$ cat src/hdl/sst_pkg.sv
package sst_pkg;

  localparam int OFFSET_BITS = 24;
  localparam int COUNT_BITS  = 16;
  localparam int KIND_BITS   = 6;
  localparam int NUM_KW      = 13;
  localparam int KW_BYTES    = 6;
  localparam int QUEUE_DEPTH = 4;
  localparam int QPTR_BITS   = $clog2(QUEUE_DEPTH);
  localparam int QCNT_BITS   = $clog2(QUEUE_DEPTH + 1);

  // token kinds
  localparam logic [KIND_BITS-1:0] K_IDENT   = 6'd13;
  localparam logic [KIND_BITS-1:0] K_END     = 6'd14;
  localparam logic [KIND_BITS-1:0] K_NEWLINE = 6'd15;
  localparam logic [KIND_BITS-1:0] K_NUMBER  = 6'd16;
  localparam logic [KIND_BITS-1:0] K_LPAREN  = 6'd17;
  localparam logic [KIND_BITS-1:0] K_RPAREN  = 6'd18;
  localparam logic [KIND_BITS-1:0] K_LBRACE  = 6'd19;
  localparam logic [KIND_BITS-1:0] K_RBRACE  = 6'd20;
  localparam logic [KIND_BITS-1:0] K_LBRACK  = 6'd21;
  localparam logic [KIND_BITS-1:0] K_RBRACK  = 6'd22;
  localparam logic [KIND_BITS-1:0] K_COMMA   = 6'd23;
  localparam logic [KIND_BITS-1:0] K_DOTDOT  = 6'd24;
  localparam logic [KIND_BITS-1:0] K_PLUS    = 6'd25;
  localparam logic [KIND_BITS-1:0] K_MINUS   = 6'd26;
  localparam logic [KIND_BITS-1:0] K_STAR    = 6'd27;
  localparam logic [KIND_BITS-1:0] K_SLASH   = 6'd28;
  localparam logic [KIND_BITS-1:0] K_PERCENT = 6'd29;
  localparam logic [KIND_BITS-1:0] K_EQEQ    = 6'd30;
  localparam logic [KIND_BITS-1:0] K_EQ      = 6'd31;
  localparam logic [KIND_BITS-1:0] K_NE      = 6'd32;
  localparam logic [KIND_BITS-1:0] K_BANG    = 6'd33;
  localparam logic [KIND_BITS-1:0] K_LE      = 6'd34;
  localparam logic [KIND_BITS-1:0] K_LT      = 6'd35;
  localparam logic [KIND_BITS-1:0] K_GE      = 6'd36;
  localparam logic [KIND_BITS-1:0] K_GT      = 6'd37;
  localparam logic [KIND_BITS-1:0] K_ANDAND  = 6'd38;
  localparam logic [KIND_BITS-1:0] K_OROR    = 6'd39;
  localparam logic [KIND_BITS-1:0] K_INVALID = 6'd40;

  // keyword text, first byte lowest; index equals token kind
  localparam logic [8*KW_BYTES-1:0] KW_TEXT [NUM_KW] = '{
    48'h000000006669, 48'h00000074656C, 48'h000000726176, 48'h000065707974,
    48'h000065736C65, 48'h00000079656B, 48'h000000006E69, 48'h000000726F66,
    48'h000074696E69, 48'h6C61626F6C67, 48'h7265646E6572, 48'h00726F6C6F63,
    48'h657461647075
  };
  localparam logic [2:0] KW_LEN [NUM_KW] = '{
    3'd2, 3'd3, 3'd3, 3'd4, 3'd4, 3'd3, 3'd2, 3'd3, 3'd4, 3'd6, 3'd6, 3'd5, 3'd6
  };

  typedef struct packed {
    logic [KIND_BITS-1:0]   kind;
    logic [OFFSET_BITS-1:0] start;
    logic [COUNT_BITS-1:0]  len;
    logic [COUNT_BITS-1:0]  line;
    logic [COUNT_BITS-1:0]  col;
  } tok_t;

  typedef struct packed {
    tok_t tok;
    logic last;
  } qent_t;

  typedef struct packed {
    logic [QCNT_BITS-1:0] count;
    logic                 room;
  } qstat_t;

  function automatic logic is_alpha(logic [7:0] b);
    return (b >= 8'h61 && b <= 8'h7A) || (b >= 8'h41 && b <= 8'h5A);
  endfunction

  function automatic logic is_digit(logic [7:0] b);
    return b >= 8'h30 && b <= 8'h39;
  endfunction

  function automatic logic is_ident_cont(logic [7:0] b);
    return is_alpha(b) || is_digit(b) || b == 8'h5F;
  endfunction

  // keyword lookup over the first six bytes and the length
  function automatic logic [KIND_BITS-1:0] ident_kind(logic [8*KW_BYTES-1:0] chars,
                                                     logic [COUNT_BITS-1:0] len);
    logic [KIND_BITS-1:0] k;
    k = K_IDENT;
    if (len <= COUNT_BITS'(KW_BYTES)) begin
      for (int i = NUM_KW - 1; i >= 0; i--) begin
        if (len == COUNT_BITS'(KW_LEN[i]) && chars == KW_TEXT[i]) k = KIND_BITS'(i);
      end
    end
    return k;
  endfunction

  function automatic logic [COUNT_BITS-1:0] sat_inc(logic [COUNT_BITS-1:0] x);
    return (&x) ? x : x + 1'b1;
  endfunction

endpackage

$ cat src/hdl/script_source_tokenizer.sv
// channel | dir | handshake          | payload
// in      | in  | in_tvalid/tready   | in_tdata: source byte, 0 ends the source
// out     | out | out_tvalid/tready  | out_tdata: token fields, out_tlast: last of byte
// one byte is taken per cycle; each byte releases zero, one or two tokens
// tokens wait in a four-entry queue; a byte is taken while two slots are free
// a stalled output holds the queue and, once it fills, the input
// synchronous active-low reset zeroes position, sets line and column to 1, clears lookahead
// the end token (byte 0) returns all counters to their reset values
module script_source_tokenizer
  import sst_pkg::*;
(
  input  logic        clk,
  input  logic        rst_n,
  input  logic        in_tvalid,
  output logic        in_tready,
  input  logic [7:0]  in_tdata,   // [7:0] char_code
  output logic        out_tvalid,
  input  logic        out_tready,
  output logic [79:0] out_tdata,  // [5:0] token_kind, [29:6] start_offset,
                                  // [45:30] token_length, [61:46] line_number,
                                  // [77:62] column_number, [79:78] zero
  output logic        out_tlast   // last_of_run
);

  typedef enum logic [10:0] {
    M_IDLE   = 11'b00000000001,
    M_IDENT  = 11'b00000000010,
    M_NUM    = 11'b00000000100,
    M_NUMDOT = 11'b00000001000,
    M_DOT    = 11'b00000010000,
    M_EQ     = 11'b00000100000,
    M_BANG   = 11'b00001000000,
    M_LT     = 11'b00010000000,
    M_GT     = 11'b00100000000,
    M_AMP    = 11'b01000000000,
    M_PIPE   = 11'b10000000000
  } mode_t;

  typedef enum logic [1:0] {R_NORMAL, R_NEWLINE, R_END} res_t;

  localparam logic [OFFSET_BITS-1:0] OFF_MAX = '1;
  localparam logic [COUNT_BITS-1:0]  CNT_MAX = '1;

  mode_t                   mode_r, mode_nxt;
  logic [OFFSET_BITS-1:0]  pos_r, pos_nxt, tstart_r, tstart_nxt;
  logic [COUNT_BITS-1:0]   line_r, line_nxt, col_r, col_nxt;
  logic [COUNT_BITS-1:0]   tlen_r, tlen_nxt, tline_r, tline_nxt, tcol_r, tcol_nxt;
  logic [8*KW_BYTES-1:0]   kw_r, kw_nxt;

  logic [7:0] b;
  logic       acc;
  qstat_t     qstat;
  qent_t      q_rd;

  assign b   = in_tdata;
  assign acc = in_tvalid && in_tready;

  // fresh token start for the current byte
  mode_t                f_mode;
  logic                 f_emit, f_ident;
  tok_t                 f_tok;
  res_t                 f_res;

  always_comb begin
    f_mode    = M_IDLE;
    f_emit    = 1'b0;
    f_ident   = 1'b0;
    f_res     = R_NORMAL;
    f_tok     = '{kind: K_INVALID, start: pos_r, len: COUNT_BITS'(1), line: line_r, col: col_r};
    unique case (b)
      8'h20, 8'h09, 8'h0D: f_emit = 1'b0;
      8'h00: begin
        f_emit = 1'b1; f_res = R_END;
        f_tok.kind = K_END; f_tok.len = '0; f_tok.col = sat_inc(col_r);
      end
      8'h0A: begin
        f_emit = 1'b1; f_res = R_NEWLINE;
        f_tok.kind = K_NEWLINE; f_tok.line = sat_inc(line_r); f_tok.col = '0;
      end
      8'h2E: f_mode = M_DOT;
      8'h3D: f_mode = M_EQ;
      8'h21: f_mode = M_BANG;
      8'h3C: f_mode = M_LT;
      8'h3E: f_mode = M_GT;
      8'h26: f_mode = M_AMP;
      8'h7C: f_mode = M_PIPE;
      8'h28: begin f_emit = 1'b1; f_tok.kind = K_LPAREN;  end
      8'h29: begin f_emit = 1'b1; f_tok.kind = K_RPAREN;  end
      8'h7B: begin f_emit = 1'b1; f_tok.kind = K_LBRACE;  end
      8'h7D: begin f_emit = 1'b1; f_tok.kind = K_RBRACE;  end
      8'h5B: begin f_emit = 1'b1; f_tok.kind = K_LBRACK;  end
      8'h5D: begin f_emit = 1'b1; f_tok.kind = K_RBRACK;  end
      8'h2C: begin f_emit = 1'b1; f_tok.kind = K_COMMA;   end
      8'h2B: begin f_emit = 1'b1; f_tok.kind = K_PLUS;    end
      8'h2D: begin f_emit = 1'b1; f_tok.kind = K_MINUS;   end
      8'h2A: begin f_emit = 1'b1; f_tok.kind = K_STAR;    end
      8'h2F: begin f_emit = 1'b1; f_tok.kind = K_SLASH;   end
      8'h25: begin f_emit = 1'b1; f_tok.kind = K_PERCENT; end
      default: begin
        if (is_alpha(b) || b == 8'h5F) begin
          f_mode = M_IDENT; f_ident = 1'b1;
        end else if (is_digit(b)) begin
          f_mode = M_NUM;
        end else begin
          f_emit = 1'b1;
        end
      end
    endcase
  end

  // lookahead state and token release
  logic                 p_emit, use_fresh, dd_emit;
  tok_t                 p_tok, dd_tok;
  logic [COUNT_BITS-1:0] len_p1;
  logic [OFFSET_BITS:0] dd_start_w;
  logic [COUNT_BITS:0]  dd_col_w;
  logic [7:0]           want;
  logic [KIND_BITS-1:0] kind2, kind1;

  assign len_p1     = sat_inc(tlen_r);
  assign dd_start_w = {1'b0, tstart_r} + (OFFSET_BITS + 1)'(tlen_r);
  assign dd_col_w   = {1'b0, tcol_r} + {1'b0, tlen_r};

  // pair operators: expected second byte and both kinds
  always_comb begin
    want = 8'h3D; kind2 = K_EQEQ; kind1 = K_EQ;
    unique case (mode_r)
      M_BANG:  begin kind2 = K_NE;     kind1 = K_BANG;    end
      M_LT:    begin kind2 = K_LE;     kind1 = K_LT;      end
      M_GT:    begin kind2 = K_GE;     kind1 = K_GT;      end
      M_AMP:   begin want = 8'h26; kind2 = K_ANDAND; kind1 = K_INVALID; end
      M_PIPE:  begin want = 8'h7C; kind2 = K_OROR;   kind1 = K_INVALID; end
      default: begin want = 8'h3D; kind2 = K_EQEQ;   kind1 = K_EQ;      end
    endcase
  end

  always_comb begin
    mode_nxt  = mode_r;
    tlen_nxt  = tlen_r;
    kw_nxt    = kw_r;
    p_emit    = 1'b0;
    dd_emit   = 1'b0;
    use_fresh = 1'b0;
    p_tok     = '{kind: K_INVALID, start: tstart_r, len: tlen_r, line: tline_r, col: tcol_r};
    dd_tok    = '{kind: K_DOTDOT,
                  start: dd_start_w[OFFSET_BITS] ? OFF_MAX : dd_start_w[OFFSET_BITS-1:0],
                  len: COUNT_BITS'(2), line: tline_r,
                  col: dd_col_w[COUNT_BITS] ? CNT_MAX : dd_col_w[COUNT_BITS-1:0]};
    unique case (mode_r)
      M_IDENT: begin
        if (is_ident_cont(b)) begin
          for (int i = 1; i < KW_BYTES; i++) begin
            if (tlen_r == COUNT_BITS'(i)) kw_nxt[8*i +: 8] = b;
          end
          tlen_nxt = len_p1;
        end else begin
          p_emit = 1'b1; p_tok.kind = ident_kind(kw_r, tlen_r); use_fresh = 1'b1;
        end
      end
      M_NUM: begin
        if (is_digit(b)) tlen_nxt = len_p1;
        else if (b == 8'h2E) mode_nxt = M_NUMDOT;
        else begin
          p_emit = 1'b1; p_tok.kind = K_NUMBER; use_fresh = 1'b1;
        end
      end
      M_NUMDOT: begin
        if (b == 8'h2E) begin
          p_emit = 1'b1; p_tok.kind = K_NUMBER; dd_emit = 1'b1; mode_nxt = M_IDLE;
        end else if (is_digit(b)) begin
          tlen_nxt = sat_inc(len_p1); mode_nxt = M_NUM;
        end else begin
          p_emit = 1'b1; p_tok.kind = K_NUMBER; p_tok.len = len_p1; use_fresh = 1'b1;
        end
      end
      M_DOT: begin
        if (is_digit(b)) begin
          tlen_nxt = COUNT_BITS'(2); mode_nxt = M_NUM;
        end else if (b == 8'h2E) begin
          p_emit = 1'b1; p_tok.kind = K_DOTDOT; p_tok.len = COUNT_BITS'(2);
          mode_nxt = M_IDLE;
        end else begin
          p_emit = 1'b1; p_tok.len = COUNT_BITS'(1); use_fresh = 1'b1;
        end
      end
      M_EQ, M_BANG, M_LT, M_GT, M_AMP, M_PIPE: begin
        p_emit = 1'b1;
        if (b == want) begin
          p_tok.kind = kind2; p_tok.len = COUNT_BITS'(2); mode_nxt = M_IDLE;
        end else begin
          p_tok.kind = kind1; p_tok.len = COUNT_BITS'(1); use_fresh = 1'b1;
        end
      end
      default: use_fresh = 1'b1;
    endcase
    if (use_fresh) begin
      mode_nxt = f_mode;
      tlen_nxt = COUNT_BITS'(1);
      if (f_ident) kw_nxt = {{(8*KW_BYTES-8){1'b0}}, b};
    end
  end

  // counters and token origin
  res_t res;
  assign res = use_fresh ? f_res : R_NORMAL;

  always_comb begin
    pos_nxt    = (&pos_r) ? pos_r : pos_r + 1'b1;
    line_nxt   = line_r;
    col_nxt    = sat_inc(col_r);
    tstart_nxt = use_fresh ? pos_r  : tstart_r;
    tline_nxt  = use_fresh ? line_r : tline_r;
    tcol_nxt   = use_fresh ? col_r  : tcol_r;
    if (res == R_NEWLINE) begin
      line_nxt = sat_inc(line_r);
      col_nxt  = COUNT_BITS'(1);
    end
  end

  always_ff @(posedge clk) begin
    if (!rst_n) begin
      mode_r   <= M_IDLE;
      pos_r    <= '0;
      line_r   <= COUNT_BITS'(1);
      col_r    <= COUNT_BITS'(1);
      tstart_r <= '0;
      tlen_r   <= '0;
      tline_r  <= COUNT_BITS'(1);
      tcol_r   <= COUNT_BITS'(1);
      kw_r     <= '0;
    end else if (acc) begin
      if (res == R_END) begin
        mode_r   <= M_IDLE;
        pos_r    <= '0;
        line_r   <= COUNT_BITS'(1);
        col_r    <= COUNT_BITS'(1);
        tstart_r <= '0;
        tlen_r   <= '0;
        tline_r  <= COUNT_BITS'(1);
        tcol_r   <= COUNT_BITS'(1);
        kw_r     <= '0;
      end else begin
        mode_r   <= mode_nxt;
        pos_r    <= pos_nxt;
        line_r   <= line_nxt;
        col_r    <= col_nxt;
        tstart_r <= tstart_nxt;
        tlen_r   <= tlen_nxt;
        tline_r  <= tline_nxt;
        tcol_r   <= tcol_nxt;
        kw_r     <= kw_nxt;
      end
    end
  end

  // pick up to two tokens for the queue
  logic  fr_emit, w0_en, w1_en;
  qent_t w0, w1;

  assign fr_emit = use_fresh && f_emit;

  always_comb begin
    w0_en = 1'b0;
    w1_en = 1'b0;
    w0    = '{tok: p_tok, last: 1'b1};
    w1    = '{tok: f_tok, last: 1'b1};
    if (p_emit) begin
      w0_en = acc;
      if (dd_emit) begin
        w0.last = 1'b0; w1.tok = dd_tok; w1_en = acc;
      end else if (fr_emit) begin
        w0.last = 1'b0; w1_en = acc;
      end
    end else if (fr_emit) begin
      w0.tok = f_tok; w0_en = acc;
    end
  end

  sst_token_queue u_queue (
    .clk    (clk),
    .rst_n  (rst_n),
    .wr0_en (w0_en),
    .wr0    (w0),
    .wr1_en (w1_en),
    .wr1    (w1),
    .rd_en  (out_tvalid && out_tready),
    .rd     (q_rd),
    .stat   (qstat)
  );

  assign in_tready  = qstat.room;
  assign out_tvalid = qstat.count != '0;
  assign out_tdata  = {2'b00, q_rd.tok.col, q_rd.tok.line, q_rd.tok.len,
                       q_rd.tok.start, q_rd.tok.kind};
  assign out_tlast  = q_rd.last;

  // queue never overfills
  a_queue_bound: assert property (@(posedge clk) disable iff (!rst_n)
    qstat.count <= QCNT_BITS'(QUEUE_DEPTH))
    else $error("token queue overfilled");

  // a second token is only ever written behind a first
  a_pair_order: assert property (@(posedge clk) disable iff (!rst_n)
    w1_en |-> w0_en && !w0.last)
    else $error("second token without first");

  // end of source restores counters
  a_end_reset: assert property (@(posedge clk) disable iff (!rst_n)
    (acc && in_tdata == 8'h00 && (mode_r == M_IDLE || mode_r == M_IDENT))
      |=> pos_r == '0 && line_r == COUNT_BITS'(1) && col_r == COUNT_BITS'(1)
          && mode_r == M_IDLE)
    else $error("counters not restored after end token");

  // a byte is only taken with room for two tokens
  a_room: assert property (@(posedge clk) disable iff (!rst_n)
    acc |-> qstat.count <= QCNT_BITS'(QUEUE_DEPTH - 2))
    else $error("byte taken without room");

endmodule

$ cat src/hdl/sst_token_queue.sv
module sst_token_queue
  import sst_pkg::*;
(
  input  logic   clk,
  input  logic   rst_n,
  input  logic   wr0_en,
  input  qent_t  wr0,
  input  logic   wr1_en,
  input  qent_t  wr1,
  input  logic   rd_en,
  output qent_t  rd,
  output qstat_t stat
);

  qent_t                mem [QUEUE_DEPTH];
  logic [QPTR_BITS-1:0] wr_ptr_r, wr_ptr_nxt, rd_ptr_r, rd_ptr_nxt;
  logic [QCNT_BITS-1:0] cnt_r, cnt_nxt;
  logic [QPTR_BITS-1:0] wr_ptr_p1;

  assign wr_ptr_p1 = wr_ptr_r + 1'b1;

  // pointer and fill bookkeeping
  always_comb begin
    wr_ptr_nxt = wr_ptr_r + QPTR_BITS'(wr0_en) + QPTR_BITS'(wr1_en);
    rd_ptr_nxt = rd_ptr_r + QPTR_BITS'(rd_en);
    cnt_nxt    = cnt_r + QCNT_BITS'(wr0_en) + QCNT_BITS'(wr1_en) - QCNT_BITS'(rd_en);
  end

  always_ff @(posedge clk) begin
    if (!rst_n) begin
      wr_ptr_r <= '0;
      rd_ptr_r <= '0;
      cnt_r    <= '0;
    end else begin
      wr_ptr_r <= wr_ptr_nxt;
      rd_ptr_r <= rd_ptr_nxt;
      cnt_r    <= cnt_nxt;
    end
  end

  // storage, second item lands behind the first
  always_ff @(posedge clk) begin
    if (wr0_en) mem[wr_ptr_r] <= wr0;
    if (wr1_en) mem[wr_ptr_p1] <= wr1;
  end

  assign rd         = mem[rd_ptr_r];
  assign stat.count = cnt_r;
  assign stat.room  = cnt_r <= QCNT_BITS'(QUEUE_DEPTH - 2);

endmodule
$ cat config.mk
export PLATFORM = sky130hd
export DESIGN_NAME = script_source_tokenizer
export DESIGN_NICKNAME = d
export VERILOG_FILES = /design/src/hdl/sst_pkg.sv /design/src/hdl/script_source_tokenizer.sv /design/src/hdl/sst_token_queue.sv
export SDC_FILE = /design/constraint.sdc
export NUM_CORES = 1
export LEC_CHECK = 0
export BUFFER_PORTS_ARGS = -buffer_cell sky130_fd_sc_hd__buf_2
export CORE_MARGIN = 10
export CORE_UTILIZATION = 47
export CTS_CLUSTER_SIZE = 12
export DETAILED_ROUTE_END_ITERATION = 10
export GPL_ROUTABILITY_DRIVEN = 1
export PLACE_DENSITY_LB_ADDON = 0.1
export SLEW_MARGIN = 20
export SYNTH_ARGS = -nofsm -noshare
export SYNTH_HDL_FRONTEND = slang
export SYNTH_SLANG_ARGS = --single-unit
$ cat constraint.sdc
create_clock -name clk -period 4.4 [get_ports clk]
set_clock_uncertainty 0.15 [all_clocks]
set_input_delay 0.22 -clock clk [delete_from_list [all_inputs] [get_ports clk]]
set_output_delay 0.22 -clock clk [all_outputs]
set_load 0.01 [all_outputs]
==> impl_metrics.toml <==
[status]
run_status = "finished, final reports clean"

[synth]
yosys.area_share.adder_pct = 2.352
synth_seq_area_share_pct = 45.30
synth_async_sr_flop_share_pct = 0
synth_compound_gate_area_share_pct = 22.33
yosys.area.top_type_share_pct = 27.27
cell_types_with_the_largest_area_share_after_synthesis = "sky130_fd_sc_hd__edfxtp_1 (27%), sky130_fd_sc_hd__dfxtp_1 (18%), sky130_fd_sc_hd__mux4_2 (6.3%), sky130_fd_sc_hd__a22o_1 (4.7%), sky130_fd_sc_hd__o22ai_1 (4.5%)"
synth_flop_cell = "sky130_fd_sc_hd__edfxtp_1"
synth_enable_flop_cells = 256
yosys.area_share.xor_xnor_pct = 2.175
netlist_area_before_placement_um2 = 28190
combinational_family_with_the_most_area_after_synthesis = "compound AO/OA/AOI/OAI gates"
synth.avg_cell_area_um2 = 10.17
synth.distinct_cells = 100
yosysTopAreaCell = "sky130_fd_sc_hd__edfxtp_1"
netlist_instances = 2773
synth_simple_gate_area_share_pct = 15.94
synth.yosys.warnings = 0
ys_ff_latch = 510
synth_mux_area_share_pct = 8.162

[final_layout]
final-instance-count-excl-fill = 3685
antenna_cells = 0
share_of_final_layout_standard_cells_stronger_than_drive_strength_1_pct = 16.83
final_nets = 2927
synth_to_final_area_change_pct = 13.44

[power_and_ir_drop]
sw_share_pct = 30.44
power.share.clock_pct = 36.5
power.combinational.fraction_pct = 20.8
power_per_cell_area_nw_per_um2 = 401.3
p_int_w = 0.008928
power.total_w = 0.01283
seq_power_share_pct = 42.7
p_switching_w = 0.003906
irDropWorstVdd_v = 0.0004033
cellLeakagePower_nw = 10.91

[floorplanning]
fp.coreArea_um2 = 59240
std_cell_rows = 89
floorplan.initialDensity_pct = 47.59
die_area_um2 = 70180
die_w_um = 264.9
floorplan.io_pins = 95
die_h_um = 264.9

[timing]
timing.final.crit_period_ns = 4.142
timing.max_slew.rel_slack_pct = 39.66
setup_total_negative_slack_ns = 0
finalHoldWorstSlack_ns = 0.03142
timing.final.crit_share_pct = 94.13
rsz0062_at_grt = "no"
max_freq_mhz = 241.5
report.final.slew_viol_count = 0
timing.final.hold_violations = 0
timing.final.setup_violations = 0
final_critical_path_setup_slack_ns = 0.2585
tightest_slew_ns = 0.8956

[setup_path]
worst_ep_required_time_ns = 4.61
critical_path_peak_fanout = 7
critical_path.endpoint_type = "flop"
setup.worst_path.start_class = "flop"
worstPathArrival_ns = 4.35
timing_worst_setup_path_type = "reg2reg"

[routing]
routed_wire_length_per_instance_um = 27.42
route.detailed.vias_per_inst = 6.768
drt_wl_total_mm = 101.0
detailedRoute.firstPassIterationCount = 7
detail-route-antenna-nets = 0
route.vias.total = 24940
drc = 0
drt-initial-drc-count = 2615

[clock_tree]
htree_num_levels = 2
clock_tree_from_tritoncts = "yes"
numCtsBuffers = 56
worst_skew_pair.late_latency_ns = 0.64
cts.path.max_buffers = 3
post_cts_buffers = 0
clkTransAtPathRegs_ns = 0.06
cts_sinks = 510
clock_tree.root_cell = "sky130_fd_sc_hd__clkbuf_16"

[min_path]
hold_path_class = "in2reg"

[grt]
grt_pass1_vias = 24070
grt_pass1_wl_mm = 151.9
globalRoute.totalOverflow = 0
pin_count_of_the_biggest_net_entering_global_routing = 54
global_route.usage.total_pct = 27.72
grt_antenna_before_repair = 0

[place]
port-buffer-count = 92
finalWeightedCongestion = 0.9608
placedCellCount = 3574
preCtsSetupSlack_ns = 0.3629
dp_hpwl_mm = 68.99

[flow_run]
maxCapViolCount = 0
state kept, by name, summed over array words and instances, names as in the netlist:
register,count
kw_r,48
u_queue.mem,316
tstart_r,24
u_queue.wr_ptr_r,2
tlen_r,16
col_r,16
tline_r,16
u_queue.rd_ptr_r,2
tcol_r,16
u_queue.cnt_r,3
line_r,16
mode_r,11
pos_r,24
metrics by stage:
step / instance area (um2) / util (%)
after floorplan: 28210 / -
after global placement: 30100 / 50.80
after detailed placement: 30100 / 50.80
after CTS: 31980 / 53.99
after global routing: 31980 / 53.99
final: 31980 / 53.99
power by group through the flow:
stage | combinational, W | clock [W] | sequential (W)
after global routing | 0.00284 | 0.00492 | 0.00550
after global placement | 0.00268 | 0 | 0.00556
final | 0.00267 | 0.00468 | 0.00548
after floorplan | 0.00168 | 0 | 0.00541
after detailed placement | 0.00268 | 0 | 0.00558
after CTS | 0.00269 | 0.00475 | 0.00548
worst max-delay path: stages, from the launching register on:
cell and delay [ns]:
sky130_fd_sc_hd__dfxtp_1 0.39, sky130_fd_sc_hd__buf_4 0.22, sky130_fd_sc_hd__nor4_1 0.68, sky130_fd_sc_hd__nand4_1 0.43, sky130_fd_sc_hd__nor4_1 0.52, sky130_fd_sc_hd__a32oi_1 0.19
sky130_fd_sc_hd__o2111a_1 0.22, sky130_fd_sc_hd__nor4_1 0.72, sky130_fd_sc_hd__buf_4 0.26, sky130_fd_sc_hd__o22ai_1 0.08
metal layers:
metal / share of wire, % / track usage (%) / up-vias
li1: - / - / 11110
met2: 46 / 43.94 / 1236
met5: 0 / 0 / -
met3: 7.6 / 4.259 / 194
met1: 43 / 37.58 / 12410
met4: 3.7 / 11.07 / 0
layout by cell type (no fill, tap or decap), types with 20 or more instances in the layout:
cell                        Yosys  routed
sky130_fd_sc_hd__clkbuf_16      0      60
sky130_fd_sc_hd__nand4_1       40      40
sky130_fd_sc_hd__o21ai_0      116     115
sky130_fd_sc_hd__o22ai_1      204     204
sky130_fd_sc_hd__a21oi_1      109     109
sky130_fd_sc_hd__or3_1         21      20
sky130_fd_sc_hd__nand3_1       91      91
sky130_fd_sc_hd__nor4_1        39      39
sky130_fd_sc_hd__inv_1         52      48
sky130_fd_sc_hd__a22o_1       150     150
sky130_fd_sc_hd__dfxtp_1      254     252
sky130_fd_sc_hd__edfxtp_1     256     256
sky130_fd_sc_hd__and3_1        34      34
sky130_fd_sc_hd__and2_1        20      20
sky130_fd_sc_hd__mux4_2        79      79
sky130_fd_sc_hd__xor2_1        26      26
sky130_fd_sc_hd__nand2_1      188     183
sky130_fd_sc_hd__nor3_1        76      75
sky130_fd_sc_hd__a31oi_1       20      20
sky130_fd_sc_hd__buf_4          4     136
sky130_fd_sc_hd__mux2i_1       42      42
sky130_fd_sc_hd__nor2_1       200     200
sky130_fd_sc_hd__o31ai_1       23      22
sky130_fd_sc_hd__nor2b_1       21      21
sky130_fd_sc_hd__xnor2_1       44      44
sky130_fd_sc_hd__ha_1          45      45
sky130_fd_sc_hd__o2bb2ai_1     59      59
sky130_fd_sc_hd__buf_2         32      92
repair_timing:
item                                    4_1_cts  5_1_grt
endpoints found under the setup margin        0        0
resized for setup                             0        0
endpoints found under the hold margin        20        0
hold buffers                                  6        0
kinds of logic (layout without fill, tap and decap cells):
group                      count (synthesis)  count (layout)
buffers and inverters                    265             403
muxes                                    130             130
DFF                                      510             510
and+or+nand+nor                          862             862
xor gates and xnor gates                  70              70
other                                      1               2
AOI/OAI and AO/OA                        885             885
adders and majority gates                 50              50
layout make-up:
type,instances,area [um2]
well taps,773,967.2
clock inverters,20,177.7
flip-flops and latches,510,12780
clock buffers,85,1649
inverters,52,206.4
repair buffers,246,1782
fillers,5290,27260
multi-input cells,1999,14420
Yosys cell counts, types with 23 or more instances:
library cell                count
sky130_fd_sc_hd__nor2_1       200
sky130_fd_sc_hd__a22o_1       150
sky130_fd_sc_hd__mux4_2        79
sky130_fd_sc_hd__o21ai_0      116
sky130_fd_sc_hd__o31ai_1       23
sky130_fd_sc_hd__clkbuf_1     147
sky130_fd_sc_hd__nor3_1        76
sky130_fd_sc_hd__mux2i_1       42
sky130_fd_sc_hd__edfxtp_1     256
sky130_fd_sc_hd__o22ai_1      204
sky130_fd_sc_hd__nand3_1       91
sky130_fd_sc_hd__a21oi_1      109
sky130_fd_sc_hd__xor2_1        26
sky130_fd_sc_hd__nor4_1        39
sky130_fd_sc_hd__xnor2_1       44
sky130_fd_sc_hd__buf_2         32
sky130_fd_sc_hd__and3_1        34
sky130_fd_sc_hd__dfxtp_1      254
sky130_fd_sc_hd__inv_1         52
sky130_fd_sc_hd__nand2_1      188
sky130_fd_sc_hd__nand4_1       40
sky130_fd_sc_hd__buf_1         29
sky130_fd_sc_hd__ha_1          45
sky130_fd_sc_hd__o2bb2ai_1     59
final timing paths:
| kind | from | end | slack, ns | cells past startpoint |
|---|---|---|---|---|
| max | tlen_r[10]$_SDFFE_PN0P_ | u_queue.mem[0][73]$_DFFE_PP_ | 0.26 | 9 |
| min | in_tdata[1] | kw_r[33]$_SDFFE_PN0P_ | 0.03 | 3 |
| max reg2reg | tlen_r[10]$_SDFFE_PN0P_ | u_queue.mem[0][73]$_DFFE_PP_ | 0.26 | 9 |
| min reg2reg | u_queue.mem[3][0]$_SDFFE_PP1P_ | u_queue.mem[3][0]$_SDFFE_PP1P_ | 0.30 | 2 |
Note: power is estimated with default switching activity, not from simulation.
